<file path="src/sv/scrw_pkg.sv">
// Shared types, codes and constants of the sensor control register writer.
// Used by the controller, the datapath, the divider and the top level.
package scrw_pkg;

	// command codes of an input item
	localparam logic [2:0] CMD_GAIN  = 3'd0;
	localparam logic [2:0] CMD_EXPO  = 3'd1;
	localparam logic [2:0] CMD_FRAME = 3'd2;
	localparam logic [2:0] CMD_HOLD  = 3'd3;
	localparam logic [2:0] CMD_MODE  = 3'd4;

	// configuration register indexes
	localparam logic [2:0] CFG_PCLK     = 3'd0;
	localparam logic [2:0] CFG_LLP      = 3'd1;
	localparam logic [2:0] CFG_GSCALE   = 3'd2;
	localparam logic [2:0] CFG_GMIN     = 3'd3;
	localparam logic [2:0] CFG_GMAX     = 3'd4;
	localparam logic [2:0] CFG_ESCALE   = 3'd5;
	localparam logic [2:0] CFG_FSCALE   = 3'd6;
	localparam logic [2:0] CFG_MODE     = 3'd7;
	localparam int         CFG_DATA_W   = 30;

	// sensor register addresses
	localparam logic [15:0] ADDR_EXP_HI  = 16'h3500;
	localparam logic [15:0] ADDR_EXP_MID = 16'h3501;
	localparam logic [15:0] ADDR_EXP_LO  = 16'h3502;
	localparam logic [15:0] ADDR_GAIN_HI = 16'h350a;
	localparam logic [15:0] ADDR_GAIN_LO = 16'h350b;
	localparam logic [15:0] ADDR_VTS_HI  = 16'h380e;
	localparam logic [15:0] ADDR_VTS_LO  = 16'h380f;
	localparam logic [15:0] ADDR_GROUP   = 16'h3208;

	// group hold data bytes
	localparam logic [7:0] HOLD_ENTER  = 8'h00;
	localparam logic [7:0] HOLD_EXIT   = 8'h10;
	localparam logic [7:0] HOLD_LAUNCH = 8'ha0;

	// limits
	localparam logic [63:0] GAIN_FLOOR = 64'd16;
	localparam logic [63:0] GAIN_CEIL  = 64'd1023;
	localparam logic [63:0] VTS_CEIL   = 64'hffff;
	localparam logic [63:0] EXP_FLOOR  = 64'd4;
	localparam logic [15:0] EXP_MARGIN = 16'd8;

	// configuration reset values
	localparam logic [7:0]  GSCALE_RST = 8'd16;
	localparam logic [15:0] GMIN_RST   = 16'd16;
	localparam logic [15:0] GMAX_RST   = 16'd1023;
	localparam logic [23:0] ESCALE_RST = 24'd1000000;
	localparam logic [23:0] FSCALE_RST = 24'd1000000;

	// divider sizes
	localparam int DIV_N_W = 64;
	localparam int DIV_D_W = 32;

	typedef enum logic [3:0] {
		ST_IDLE,
		ST_DECODE,
		ST_MUL,
		ST_D1_START,
		ST_D1_WAIT,
		ST_D2_START,
		ST_D2_WAIT,
		ST_CLAMP,
		ST_EMIT
	} scrw_state_t;

	// controller to datapath
	typedef struct packed {
		logic       capture;
		logic       decode;
		logic       mul;
		logic       div_start;
		logic       div_second;
		logic       clamp;
		logic [1:0] emit_idx;
	} scrw_cmd_t;

	// datapath to controller
	typedef struct packed {
		logic [2:0] cmd;
		logic       known;
		logic       bad;
		logic       div_done;
		logic       last;
	} scrw_stat_t;

	// minimum frame length of each sensor mode
	function automatic logic [15:0] mode_min(input logic [1:0] mode);
		logic [15:0] len;
		unique case (mode)
			2'd0: len = 16'd1968;
			2'd1: len = 16'd1104;
			2'd2: len = 16'd1435;
			2'd3: len = 16'd504;
			default: len = 16'd1968;
		endcase
		return len;
	endfunction

endpackage

</file>
<file path="src/sv/scrw_div.sv">
// Restoring divider, one quotient bit per cycle, 64-bit dividend, 32-bit divisor.
// Uses scrw_pkg for its sizes.
module scrw_div (
	input  logic                         clk,
	input  logic                         arst_n,
	input  logic                         start,
	input  logic [scrw_pkg::DIV_N_W-1:0] dividend,
	input  logic [scrw_pkg::DIV_D_W-1:0] divisor,
	output logic                         done,
	output logic [scrw_pkg::DIV_N_W-1:0] quotient
);

	localparam int CNT_W = $clog2(scrw_pkg::DIV_N_W);
	localparam logic [CNT_W-1:0] CNT_LAST = CNT_W'(scrw_pkg::DIV_N_W - 1);

	logic                          run_q;
	logic                          done_q;
	logic [CNT_W-1:0]              cnt_q;
	logic [scrw_pkg::DIV_N_W-1:0]  quo_q;
	logic [scrw_pkg::DIV_D_W-1:0]  rem_q;
	logic [scrw_pkg::DIV_D_W-1:0]  dvs_q;
	logic [scrw_pkg::DIV_D_W:0]    shifted;
	logic [scrw_pkg::DIV_D_W:0]    diff;
	logic                          ge;

	// one trial subtraction
	always_comb begin
		shifted = {rem_q, quo_q[scrw_pkg::DIV_N_W-1]};
		diff    = shifted - {1'b0, dvs_q};
		ge      = (shifted >= {1'b0, dvs_q});
	end

	// control: run flag, bit counter, done pulse
	always_ff @(posedge clk or negedge arst_n) begin
		if (!arst_n) begin
			run_q  <= 1'b0;
			done_q <= 1'b0;
			cnt_q  <= '0;
		end else begin
			done_q <= 1'b0;
			if (start) begin
				run_q <= 1'b1;
				cnt_q <= '0;
			end else if (run_q) begin
				cnt_q <= cnt_q + 1'b1;
				if (cnt_q == CNT_LAST) begin
					run_q  <= 1'b0;
					done_q <= 1'b1;
				end
			end
		end
	end

	// partial remainder and quotient shift
	always_ff @(posedge clk) begin
		if (start) begin
			quo_q <= dividend;
			rem_q <= '0;
			dvs_q <= divisor;
		end else if (run_q) begin
			quo_q <= {quo_q[scrw_pkg::DIV_N_W-2:0], ge};
			rem_q <= ge ? diff[scrw_pkg::DIV_D_W-1:0] : shifted[scrw_pkg::DIV_D_W-1:0];
		end
	end

	assign done     = done_q;
	assign quotient = quo_q;

endmodule

</file>
<file path="src/sv/scrw_dp.sv">
// Datapath: configuration registers, kept frame length, multiplier, divider,
// clamping and result formatting. Uses scrw_pkg and scrw_div.
module scrw_dp (
	input  logic                           clk,
	input  logic                           arst_n,
	input  logic                           cfg_we,
	input  logic [2:0]                     cfg_index,
	input  logic [scrw_pkg::CFG_DATA_W-1:0] cfg_data,
	input  logic [2:0]                     cmd,
	input  logic [31:0]                    value,
	input  scrw_pkg::scrw_cmd_t            ctl,
	output scrw_pkg::scrw_stat_t           stat,
	output logic [15:0]                    reg_addr,
	output logic [7:0]                     reg_data,
	output logic                           status
);

	logic [29:0] pclk_q;
	logic [15:0] llp_q;
	logic [7:0]  gscale_q;
	logic [15:0] gmin_q;
	logic [15:0] gmax_q;
	logic [23:0] escale_q;
	logic [23:0] fscale_q;
	logic [1:0]  mode_q;
	logic [15:0] fll_q;

	logic [2:0]  cmd_q;
	logic [31:0] val_q;
	logic        err_q;
	logic [63:0] acc_q;
	logic [15:0] res_q;

	logic        bad;
	logic        known;
	logic [15:0] gain_v;
	logic [15:0] mm;
	logic [31:0] mul_a;
	logic [29:0] mul_b;
	logic [61:0] prod;
	logic [31:0] dvs;
	logic        div_done;
	logic [63:0] quotient;
	logic [15:0] fll_eff;
	logic [15:0] maxc;
	logic [15:0] clamped;
	logic        last;

	// configuration writes
	always_ff @(posedge clk or negedge arst_n) begin
		if (!arst_n) begin
			pclk_q   <= '0;
			llp_q    <= '0;
			gscale_q <= scrw_pkg::GSCALE_RST;
			gmin_q   <= scrw_pkg::GMIN_RST;
			gmax_q   <= scrw_pkg::GMAX_RST;
			escale_q <= scrw_pkg::ESCALE_RST;
			fscale_q <= scrw_pkg::FSCALE_RST;
			mode_q   <= '0;
		end else if (cfg_we) begin
			unique case (cfg_index)
				scrw_pkg::CFG_PCLK:   pclk_q   <= cfg_data;
				scrw_pkg::CFG_LLP:    llp_q    <= cfg_data[15:0];
				scrw_pkg::CFG_GSCALE: gscale_q <= cfg_data[7:0];
				scrw_pkg::CFG_GMIN:   gmin_q   <= cfg_data[15:0];
				scrw_pkg::CFG_GMAX:   gmax_q   <= cfg_data[15:0];
				scrw_pkg::CFG_ESCALE: escale_q <= cfg_data[23:0];
				scrw_pkg::CFG_FSCALE: fscale_q <= cfg_data[23:0];
				scrw_pkg::CFG_MODE:   mode_q   <= cfg_data[1:0];
				default: ;
			endcase
		end
	end

	assign mm = scrw_pkg::mode_min(mode_q);

	// divisor checks and gain input clamp (low test wins)
	always_comb begin
		known = 1'b1;
		bad   = 1'b0;
		unique case (cmd_q)
			scrw_pkg::CMD_GAIN:  bad = (gscale_q == '0);
			scrw_pkg::CMD_EXPO:  bad = (escale_q == '0) || (llp_q == '0);
			scrw_pkg::CMD_FRAME: bad = (val_q == '0) || (llp_q == '0);
			scrw_pkg::CMD_HOLD,
			scrw_pkg::CMD_MODE:  bad = 1'b0;
			default:             known = 1'b0;
		endcase
		if (val_q < {16'd0, gmin_q})
			gain_v = gmin_q;
		else if (val_q > {16'd0, gmax_q})
			gain_v = gmax_q;
		else
			gain_v = val_q[15:0];
	end

	// multiplier operands: exposure uses value*pclk, frame rate pclk*scale
	always_comb begin
		if (cmd_q == scrw_pkg::CMD_EXPO) begin
			mul_a = val_q;
			mul_b = pclk_q;
		end else begin
			mul_a = {2'b00, pclk_q};
			mul_b = {6'd0, fscale_q};
		end
		prod = mul_a * mul_b;
	end

	// divisor of the first or second division
	always_comb begin
		dvs = {16'd0, llp_q};
		unique case (cmd_q)
			scrw_pkg::CMD_GAIN:  dvs = {24'd0, gscale_q};
			scrw_pkg::CMD_EXPO:  dvs = ctl.div_second ? {16'd0, llp_q} : {8'd0, escale_q};
			scrw_pkg::CMD_FRAME: dvs = ctl.div_second ? val_q : {16'd0, llp_q};
			default:             dvs = {16'd0, llp_q};
		endcase
	end

	scrw_div u_div (
		.clk      (clk),
		.arst_n   (arst_n),
		.start    (ctl.div_start),
		.dividend (acc_q),
		.divisor  (dvs),
		.done     (div_done),
		.quotient (quotient)
	);

	// final clamps of the quotient
	always_comb begin
		fll_eff = (fll_q == '0) ? mm : fll_q;
		maxc    = (fll_eff >= scrw_pkg::EXP_MARGIN) ? fll_eff - scrw_pkg::EXP_MARGIN : '0;
		clamped = acc_q[15:0];
		unique case (cmd_q)
			scrw_pkg::CMD_GAIN: begin
				if (acc_q < scrw_pkg::GAIN_FLOOR)
					clamped = scrw_pkg::GAIN_FLOOR[15:0];
				else if (acc_q > scrw_pkg::GAIN_CEIL)
					clamped = scrw_pkg::GAIN_CEIL[15:0];
			end
			scrw_pkg::CMD_EXPO: begin
				if (acc_q < scrw_pkg::EXP_FLOOR)
					clamped = scrw_pkg::EXP_FLOOR[15:0];
				else if (acc_q > {48'd0, maxc})
					clamped = maxc;
			end
			scrw_pkg::CMD_FRAME: begin
				if (acc_q < {48'd0, mm})
					clamped = mm;
				else if (acc_q > scrw_pkg::VTS_CEIL)
					clamped = scrw_pkg::VTS_CEIL[15:0];
			end
			default: clamped = acc_q[15:0];
		endcase
	end

	// kept frame length
	always_ff @(posedge clk or negedge arst_n) begin
		if (!arst_n) begin
			fll_q <= '0;
		end else if (ctl.decode && !bad && cmd_q == scrw_pkg::CMD_MODE) begin
			fll_q <= mm;
		end else if (ctl.clamp && cmd_q == scrw_pkg::CMD_EXPO) begin
			fll_q <= fll_eff;
		end else if (ctl.clamp && cmd_q == scrw_pkg::CMD_FRAME) begin
			fll_q <= clamped;
		end
	end

	// item registers and working value
	always_ff @(posedge clk) begin
		if (ctl.capture) begin
			cmd_q <= cmd;
			val_q <= value;
		end
		if (ctl.decode) begin
			err_q <= bad;
			acc_q <= {44'd0, gain_v, 4'd0};
			res_q <= mm;
		end else if (ctl.mul) begin
			acc_q <= {2'b00, prod};
		end else if (div_done) begin
			acc_q <= quotient;
		end else if (ctl.clamp) begin
			res_q <= clamped;
		end
	end

	// result formatting
	always_comb begin
		reg_addr = '0;
		reg_data = '0;
		last     = 1'b1;
		if (!err_q) begin
			unique case (cmd_q)
				scrw_pkg::CMD_GAIN: begin
					last = (ctl.emit_idx == 2'd1);
					if (ctl.emit_idx == 2'd0) begin
						reg_addr = scrw_pkg::ADDR_GAIN_HI;
						reg_data = {6'd0, res_q[9:8]};
					end else begin
						reg_addr = scrw_pkg::ADDR_GAIN_LO;
						reg_data = res_q[7:0];
					end
				end
				scrw_pkg::CMD_EXPO: begin
					last = (ctl.emit_idx == 2'd2);
					unique case (ctl.emit_idx)
						2'd0: begin
							reg_addr = scrw_pkg::ADDR_EXP_HI;
							reg_data = {4'd0, res_q[15:12]};
						end
						2'd1: begin
							reg_addr = scrw_pkg::ADDR_EXP_MID;
							reg_data = res_q[11:4];
						end
						default: begin
							reg_addr = scrw_pkg::ADDR_EXP_LO;
							reg_data = {res_q[3:0], 4'd0};
						end
					endcase
				end
				scrw_pkg::CMD_FRAME,
				scrw_pkg::CMD_MODE: begin
					last = (ctl.emit_idx == 2'd1);
					if (ctl.emit_idx == 2'd0) begin
						reg_addr = scrw_pkg::ADDR_VTS_HI;
						reg_data = res_q[15:8];
					end else begin
						reg_addr = scrw_pkg::ADDR_VTS_LO;
						reg_data = res_q[7:0];
					end
				end
				scrw_pkg::CMD_HOLD: begin
					reg_addr = scrw_pkg::ADDR_GROUP;
					if (val_q != '0) begin
						last     = 1'b1;
						reg_data = scrw_pkg::HOLD_ENTER;
					end else begin
						last     = (ctl.emit_idx == 2'd1);
						reg_data = (ctl.emit_idx == 2'd0) ? scrw_pkg::HOLD_EXIT
						                                  : scrw_pkg::HOLD_LAUNCH;
					end
				end
				default: last = 1'b1;
			endcase
		end
	end

	assign status        = err_q;
	assign stat.cmd      = cmd_q;
	assign stat.known    = known;
	assign stat.bad      = bad;
	assign stat.div_done = div_done;
	assign stat.last     = last;

endmodule

</file>
<file path="src/sv/scrw_ctrl.sv">
// Controller state machine: sequences decode, multiply, up to two divisions,
// clamp and result emission, skipping the steps a command does not need. Uses scrw_pkg.
module scrw_ctrl (
	input  logic                 clk,
	input  logic                 arst_n,
	input  logic                 in_valid,
	output logic                 in_stall,
	output logic                 out_valid,
	input  logic                 out_stall,
	input  scrw_pkg::scrw_stat_t stat,
	output scrw_pkg::scrw_cmd_t  ctl
);

	scrw_pkg::scrw_state_t state_q, state_nx;
	logic [1:0]            idx_q;
	logic                  out_take;

	assign out_take = (state_q == scrw_pkg::ST_EMIT) && !out_stall;

	// next state
	always_comb begin
		state_nx = state_q;
		unique case (state_q)
			scrw_pkg::ST_IDLE: begin
				if (in_valid)
					state_nx = scrw_pkg::ST_DECODE;
			end
			scrw_pkg::ST_DECODE: begin
				priority if (!stat.known)
					state_nx = scrw_pkg::ST_IDLE;
				else if (stat.bad)
					state_nx = scrw_pkg::ST_EMIT;
				else if (stat.cmd == scrw_pkg::CMD_GAIN)
					state_nx = scrw_pkg::ST_D2_START;
				else if (stat.cmd == scrw_pkg::CMD_EXPO || stat.cmd == scrw_pkg::CMD_FRAME)
					state_nx = scrw_pkg::ST_MUL;
				else
					state_nx = scrw_pkg::ST_EMIT;
			end
			scrw_pkg::ST_MUL:      state_nx = scrw_pkg::ST_D1_START;
			scrw_pkg::ST_D1_START: state_nx = scrw_pkg::ST_D1_WAIT;
			scrw_pkg::ST_D1_WAIT: begin
				if (stat.div_done)
					state_nx = scrw_pkg::ST_D2_START;
			end
			scrw_pkg::ST_D2_START: state_nx = scrw_pkg::ST_D2_WAIT;
			scrw_pkg::ST_D2_WAIT: begin
				if (stat.div_done)
					state_nx = scrw_pkg::ST_CLAMP;
			end
			scrw_pkg::ST_CLAMP:    state_nx = scrw_pkg::ST_EMIT;
			scrw_pkg::ST_EMIT: begin
				if (out_take && stat.last)
					state_nx = scrw_pkg::ST_IDLE;
			end
			default: state_nx = scrw_pkg::ST_IDLE;
		endcase
	end

	// datapath commands and handshake outputs
	always_comb begin
		ctl.capture    = (state_q == scrw_pkg::ST_IDLE) && in_valid;
		ctl.decode     = (state_q == scrw_pkg::ST_DECODE);
		ctl.mul        = (state_q == scrw_pkg::ST_MUL);
		ctl.div_start  = (state_q == scrw_pkg::ST_D1_START) ||
		                 (state_q == scrw_pkg::ST_D2_START);
		ctl.div_second = (state_q == scrw_pkg::ST_D2_START);
		ctl.clamp      = (state_q == scrw_pkg::ST_CLAMP);
		ctl.emit_idx   = idx_q;
		in_stall       = (state_q != scrw_pkg::ST_IDLE);
		out_valid      = (state_q == scrw_pkg::ST_EMIT);
	end

	// state and result index
	always_ff @(posedge clk or negedge arst_n) begin
		if (!arst_n) begin
			state_q <= scrw_pkg::ST_IDLE;
			idx_q   <= '0;
		end else begin
			state_q <= state_nx;
			if (state_q == scrw_pkg::ST_IDLE)
				idx_q <= '0;
			else if (out_take && !stat.last)
				idx_q <= idx_q + 1'b1;
		end
	end

endmodule

</file>
<file path="src/sv/sensor_control_register_writer_top.sv">
// Sensor control register writer: camera commands in, register writes out.
// Exposure and frame rate take one multiply, then two divisions on the shared
// bit-serial divider; gain takes a single division. One item at a time: the next
// item is taken the cycle after the last result leaves.
// Reset (arst_n low, asynchronous) restores configuration defaults and clears
// the kept frame length.
module sensor_control_register_writer_top (
	input  logic                            clk,
	input  logic                            arst_n,
	input  logic                            cfg_we,
	input  logic [2:0]                      cfg_index,
	input  logic [scrw_pkg::CFG_DATA_W-1:0] cfg_data,
	input  logic                            in_valid,
	output logic                            in_stall,
	input  logic [2:0]                      cmd,
	input  logic [31:0]                     value,
	output logic                            out_valid,
	input  logic                            out_stall,
	output logic [15:0]                     reg_addr,
	output logic [7:0]                      reg_data,
	output logic                            status,
	output logic                            last
);

	scrw_pkg::scrw_cmd_t  ctl;
	scrw_pkg::scrw_stat_t stat;

	scrw_ctrl u_ctrl (
		.clk       (clk),
		.arst_n    (arst_n),
		.in_valid  (in_valid),
		.in_stall  (in_stall),
		.out_valid (out_valid),
		.out_stall (out_stall),
		.stat      (stat),
		.ctl       (ctl)
	);

	scrw_dp u_dp (
		.clk       (clk),
		.arst_n    (arst_n),
		.cfg_we    (cfg_we),
		.cfg_index (cfg_index),
		.cfg_data  (cfg_data),
		.cmd       (cmd),
		.value     (value),
		.ctl       (ctl),
		.stat      (stat),
		.reg_addr  (reg_addr),
		.reg_data  (reg_data),
		.status    (status)
	);

	assign last = stat.last;

endmodule

</file>
<file path="config.mk">
export PLATFORM = sky130hd
export DESIGN_NAME = sensor_control_register_writer_top
export DESIGN_NICKNAME = d
export VERILOG_FILES = /design/src/sv/scrw_pkg.sv /design/src/sv/scrw_div.sv /design/src/sv/scrw_dp.sv /design/src/sv/scrw_ctrl.sv /design/src/sv/sensor_control_register_writer_top.sv
export SDC_FILE = /design/constraint.sdc
export NUM_CORES = 2
export LEC_CHECK = 0
export ABC_AREA = 0
export BUFFER_PORTS_ARGS = -buffer_cell sky130_fd_sc_hd__buf_2
export CORE_MARGIN = 2
export CORE_UTILIZATION = 60
export CTS_CLUSTER_DIAMETER = 120
export CTS_CLUSTER_SIZE = 12
export DETAILED_ROUTE_END_ITERATION = 16
export GPL_ROUTABILITY_DRIVEN = 0
export PLACE_DENSITY_LB_ADDON = 0.1
export SETUP_SLACK_MARGIN = 0.1
export SYNTH_ARGS = -nofsm -noshare
export SYNTH_HDL_FRONTEND = slang
export SYNTH_SLANG_ARGS = --single-unit
</file>
<file path="constraint.sdc">
create_clock -name clk -period 9.25 [get_ports clk]
set_input_delay 0.4625 -clock clk [delete_from_list [all_inputs] [get_ports clk]]
set_output_delay 0.4625 -clock clk [all_outputs]
set_load 0.02 [all_outputs]
</file>
==> impl_metrics.tcl <==
set metrics [dict create \
    synth.ff_latch_count 410 \
    path_class "register to register" \
    antenna_found_initial 13 \
    layout_commonest_cell "inv_1" \
    grt_max_degree 90 \
    layout-drive-gt1-share_pct 13.1 \
    slew-limit-headroom_pct 12.1 \
    start_util_pct 60.4 \
    rsz0062_at_grt "true" \
    syn_inst 5840 \
    fin_area_sq_um 59000 \
    dpl_cell_area_sq_um 56600 \
    cp-start-kind "register" \
    yosysWarnings 0 \
    drc 0 \
    post-route-period-util_pct 97.6 \
    pin_count 101 \
    yosysSeqAreaShare_pct 20.1 \
    synth_compound_area_share_pct 8.20 \
    yosys.area_share.adder_pct 39.7 \
    firstDrtPassIters 7 \
    cts_tree "yes" \
    dp_hpwl_um 139000 \
    die_x_um 302 \
    tightest_slew_ps 1310 \
    wl_per_cell_um 24.4 \
    grt.met1_usage_pct 52.6 \
    h-tree-depth 2 \
    grt_most_used_layer "met2" \
    ys.flop_type "edfxtp_1" \
    synth-edff-count 164 \
    grt_util_met2_pct 58.6 \
    clk_latency_ps 630 \
    crit_top_cell "fa_1" \
    fillers 7181 \
    hold_ws_ps 12.8 \
    design.die.area_sq_um 91000 \
    clk_path_buf_depth 3 \
    track_usage_pct 39.4 \
    use_met3_pct 11.6 \
    vias 43800 \
    synth.distinct_cells 92 \
    synth-simple-area-share_pct 15.6 \
    final_cell_mix "inv_1 (985), nand2_1 (864), fa_1 (825), nor2_1 (581), ha_1 (337)" \
    final_util_pct 66.9 \
    overflow 0 \
    port_buffers 94 \
    drt-total-wl_um 176000 \
    synth.avg_cell_area_sq_um 9.11 \
    cts-root-buf "clkbuf_16" \
    finalSetupViolations 0 \
    dp_slack_ps -191 \
    min_period_ps 9030 \
    cap_violations 0 \
    slew_viol_final 0 \
    rows 109 \
    grt_pass1_wl_um 268000 \
    vias_per_cell 6.08 \
    synth_top_family_by_area "adder cells" \
    clkTransAtPathRegs_ps 70 \
    crit_arrival_ps 9510 \
    synth_area_sq_um 53200 \
    synth-xor-area-share_pct 1.48 \
    outcome "completed" \
    fin_nets 7261 \
    setup_slack_ps 218 \
    timing.fmax_mhz 111 \
    die_h_um 302 \
    drt_iter0_markers 5145 \
    hold_violations 0 \
    critPathMaxFanout 14 \
    cpMaxStageDelayCell "fa_1" \
    finClkSkew_ps 56.2 \
    numCtsBuffers 41 \
    core-area_sq_um 88100 \
    critPathRequiredTime_ps 9730 \
    synthToLayoutAreaGrowth_pct 10.9 \
    holdCritPathClass "input pin to register" \
    synth-async-reset-ratio_pct 40.5 \
    slowest_delay_ps 600 \
    antenna_left 0 \
    grt_pass1_vias 44400 \
    clock_sinks 410 \
    cp-end-kind "register" \
    synth.area.mux_share_pct 5.58 \
]
-- cell usage after synthesis (all sizes together) (6+ instances only) --
| master | count | share of area (%) |
|---|---|---|
| a222oi | 30 | 0.56 |
| buf | 28 | 0.32 |
| o21bai | 12 | 0.17 |
| mux2 | 131 | 2.8 |
| a22o | 10 | 0.16 |
| a31oi | 17 | 0.20 |
| a2111oi | 6 | 0.12 |
| and2 | 25 | 0.29 |
| o21a | 21 | 0.30 |
| mux2i | 149 | 2.8 |
| and3 | 142 | 1.7 |
| o21ai | 148 | 1.4 |
| a21o | 74 | 1.0 |
| dfstp | 26 | 1.3 |
| a21boi | 7 | 0.099 |
| nand2b | 31 | 0.36 |
| xor2 | 39 | 0.64 |
| inv | 986 | 7.0 |
| nor3 | 37 | 0.37 |
| nor4 | 41 | 0.49 |
| dfxtp | 80 | 3.0 |
| xnor2 | 51 | 0.84 |
| dfrtp | 140 | 6.6 |
| nor2b | 20 | 0.24 |
| a21oi | 155 | 1.5 |
| a22oi | 8 | 0.11 |
| edfxtp | 164 | 9.3 |
| nand3 | 46 | 0.44 |
| a211o | 12 | 0.20 |
| a211oi | 28 | 0.40 |
| clkbuf | 280 | 2.0 |
| o22ai | 44 | 0.52 |
| ha | 348 | 8.2 |
| or2 | 15 | 0.18 |
| or3 | 21 | 0.26 |
| nand2 | 882 | 6.2 |
| nand4 | 33 | 0.39 |
| o211ai | 16 | 0.23 |
| fa | 837 | 32 |
| nor2 | 599 | 4.2 |
| o31ai | 13 | 0.18 |
-- state kept, by name (all words and copies together), names as in the netlist, 24 cells and up --
name,count
u_dp.fscale_q,24
u_dp.u_div.rem_q,32
u_dp.u_div.quotient,64
u_dp.pclk_q,30
u_dp.u_div.dvs_q,32
u_dp.escale_q,24
u_dp.val_q,32
u_dp.acc_q,64
-- metrics by stage --
| step | instances | setup TNS (ps) |
|---|---|---|
| 2_1_floorplan | 5845 | 0 |
| 3_3_place_gp | 7074 | -261 |
| 3_5_place_dp | 7074 | -320 |
| 4_1_cts | 7152 | 0 |
| 5_1_grt | 7204 | 0 |
| 6_report | 7205 | 0 |
-- layout make-up --
cell class                      count  area [sq um]  share of cell area (%)
Clock inverter                      5          62.6                   0.106
Sequential cell                   410         10700                    18.2
Multi-Input combinational cell   4142         38200                    64.8
Tap cell                         1165          1460                    2.47
Inverter                          986          3700                    6.28
Antenna cell                        8          20.0                  0.0340
Clock buffer                       67          1150                    1.96
Timing Repair Buffer              422          3610                    6.13
-- routing by layer --
layer | vias to the layer above | wire (um)
met5 | - | 182
met3 | 583 | 22900
met2 | 2595 | 75800
met1 | 21600 | 65200
met4 | 12 | 11600
li1 | 18900 | -
-- final timing paths --
path                                          start                  end  slack (ps)  cells past startpoint
max in group asynchronous                    arst_n        u_dp.llp_q[6]        7060                      3
worst max-delay path                  u_dp.cmd_q[1]       u_dp.acc_q[60]         220                     33
worst min register to register  u_dp.u_div.rem_q[1]  u_dp.u_div.rem_q[1]         490                      2
worst min-delay path                      value[13]       u_dp.val_q[13]          10                      1
min in group asynchronous                    arst_n        u_dp.fll_q[2]         500                      2
worst max register to register        u_dp.cmd_q[1]       u_dp.acc_q[60]         220                     33
-- timing repair --
action                     CTS  global route
cloned                       0            12
hold endpoints to repair    61             0
pin swaps                    1            40
resized for setup           10           133
setup endpoints to repair    9            19
buffers inserted             0            33
hold buffers                 6             0
-- logic make-up (layout without fill, tap and decap cells) --
kind of cell / Yosys count / after routing
AOI/OAI and AO/OA: 659 / 659
xor gates and xnor gates: 90 / 90
adders and majority gates: 1185 / 1185
buffers and inverters: 1294 / 1480
DFF: 410 / 410
muxes: 280 / 280
other: 1 / 14
and+or+nand+nor: 1921 / 1922
-- critical path: cells and delay by family (launching register included) --
kind            cells  cell delay [ps]
compound gates      8             1660
xor+xnor            1              180
fa+ha+maj           9             4430
buf+inv            10             1320
flops               1              400
mux                 1              200
simple gates        4              670
Power is left out: the tool's default activity adds up to more than one toggle a clock period on the data nets, which glitch-free logic cannot reach.
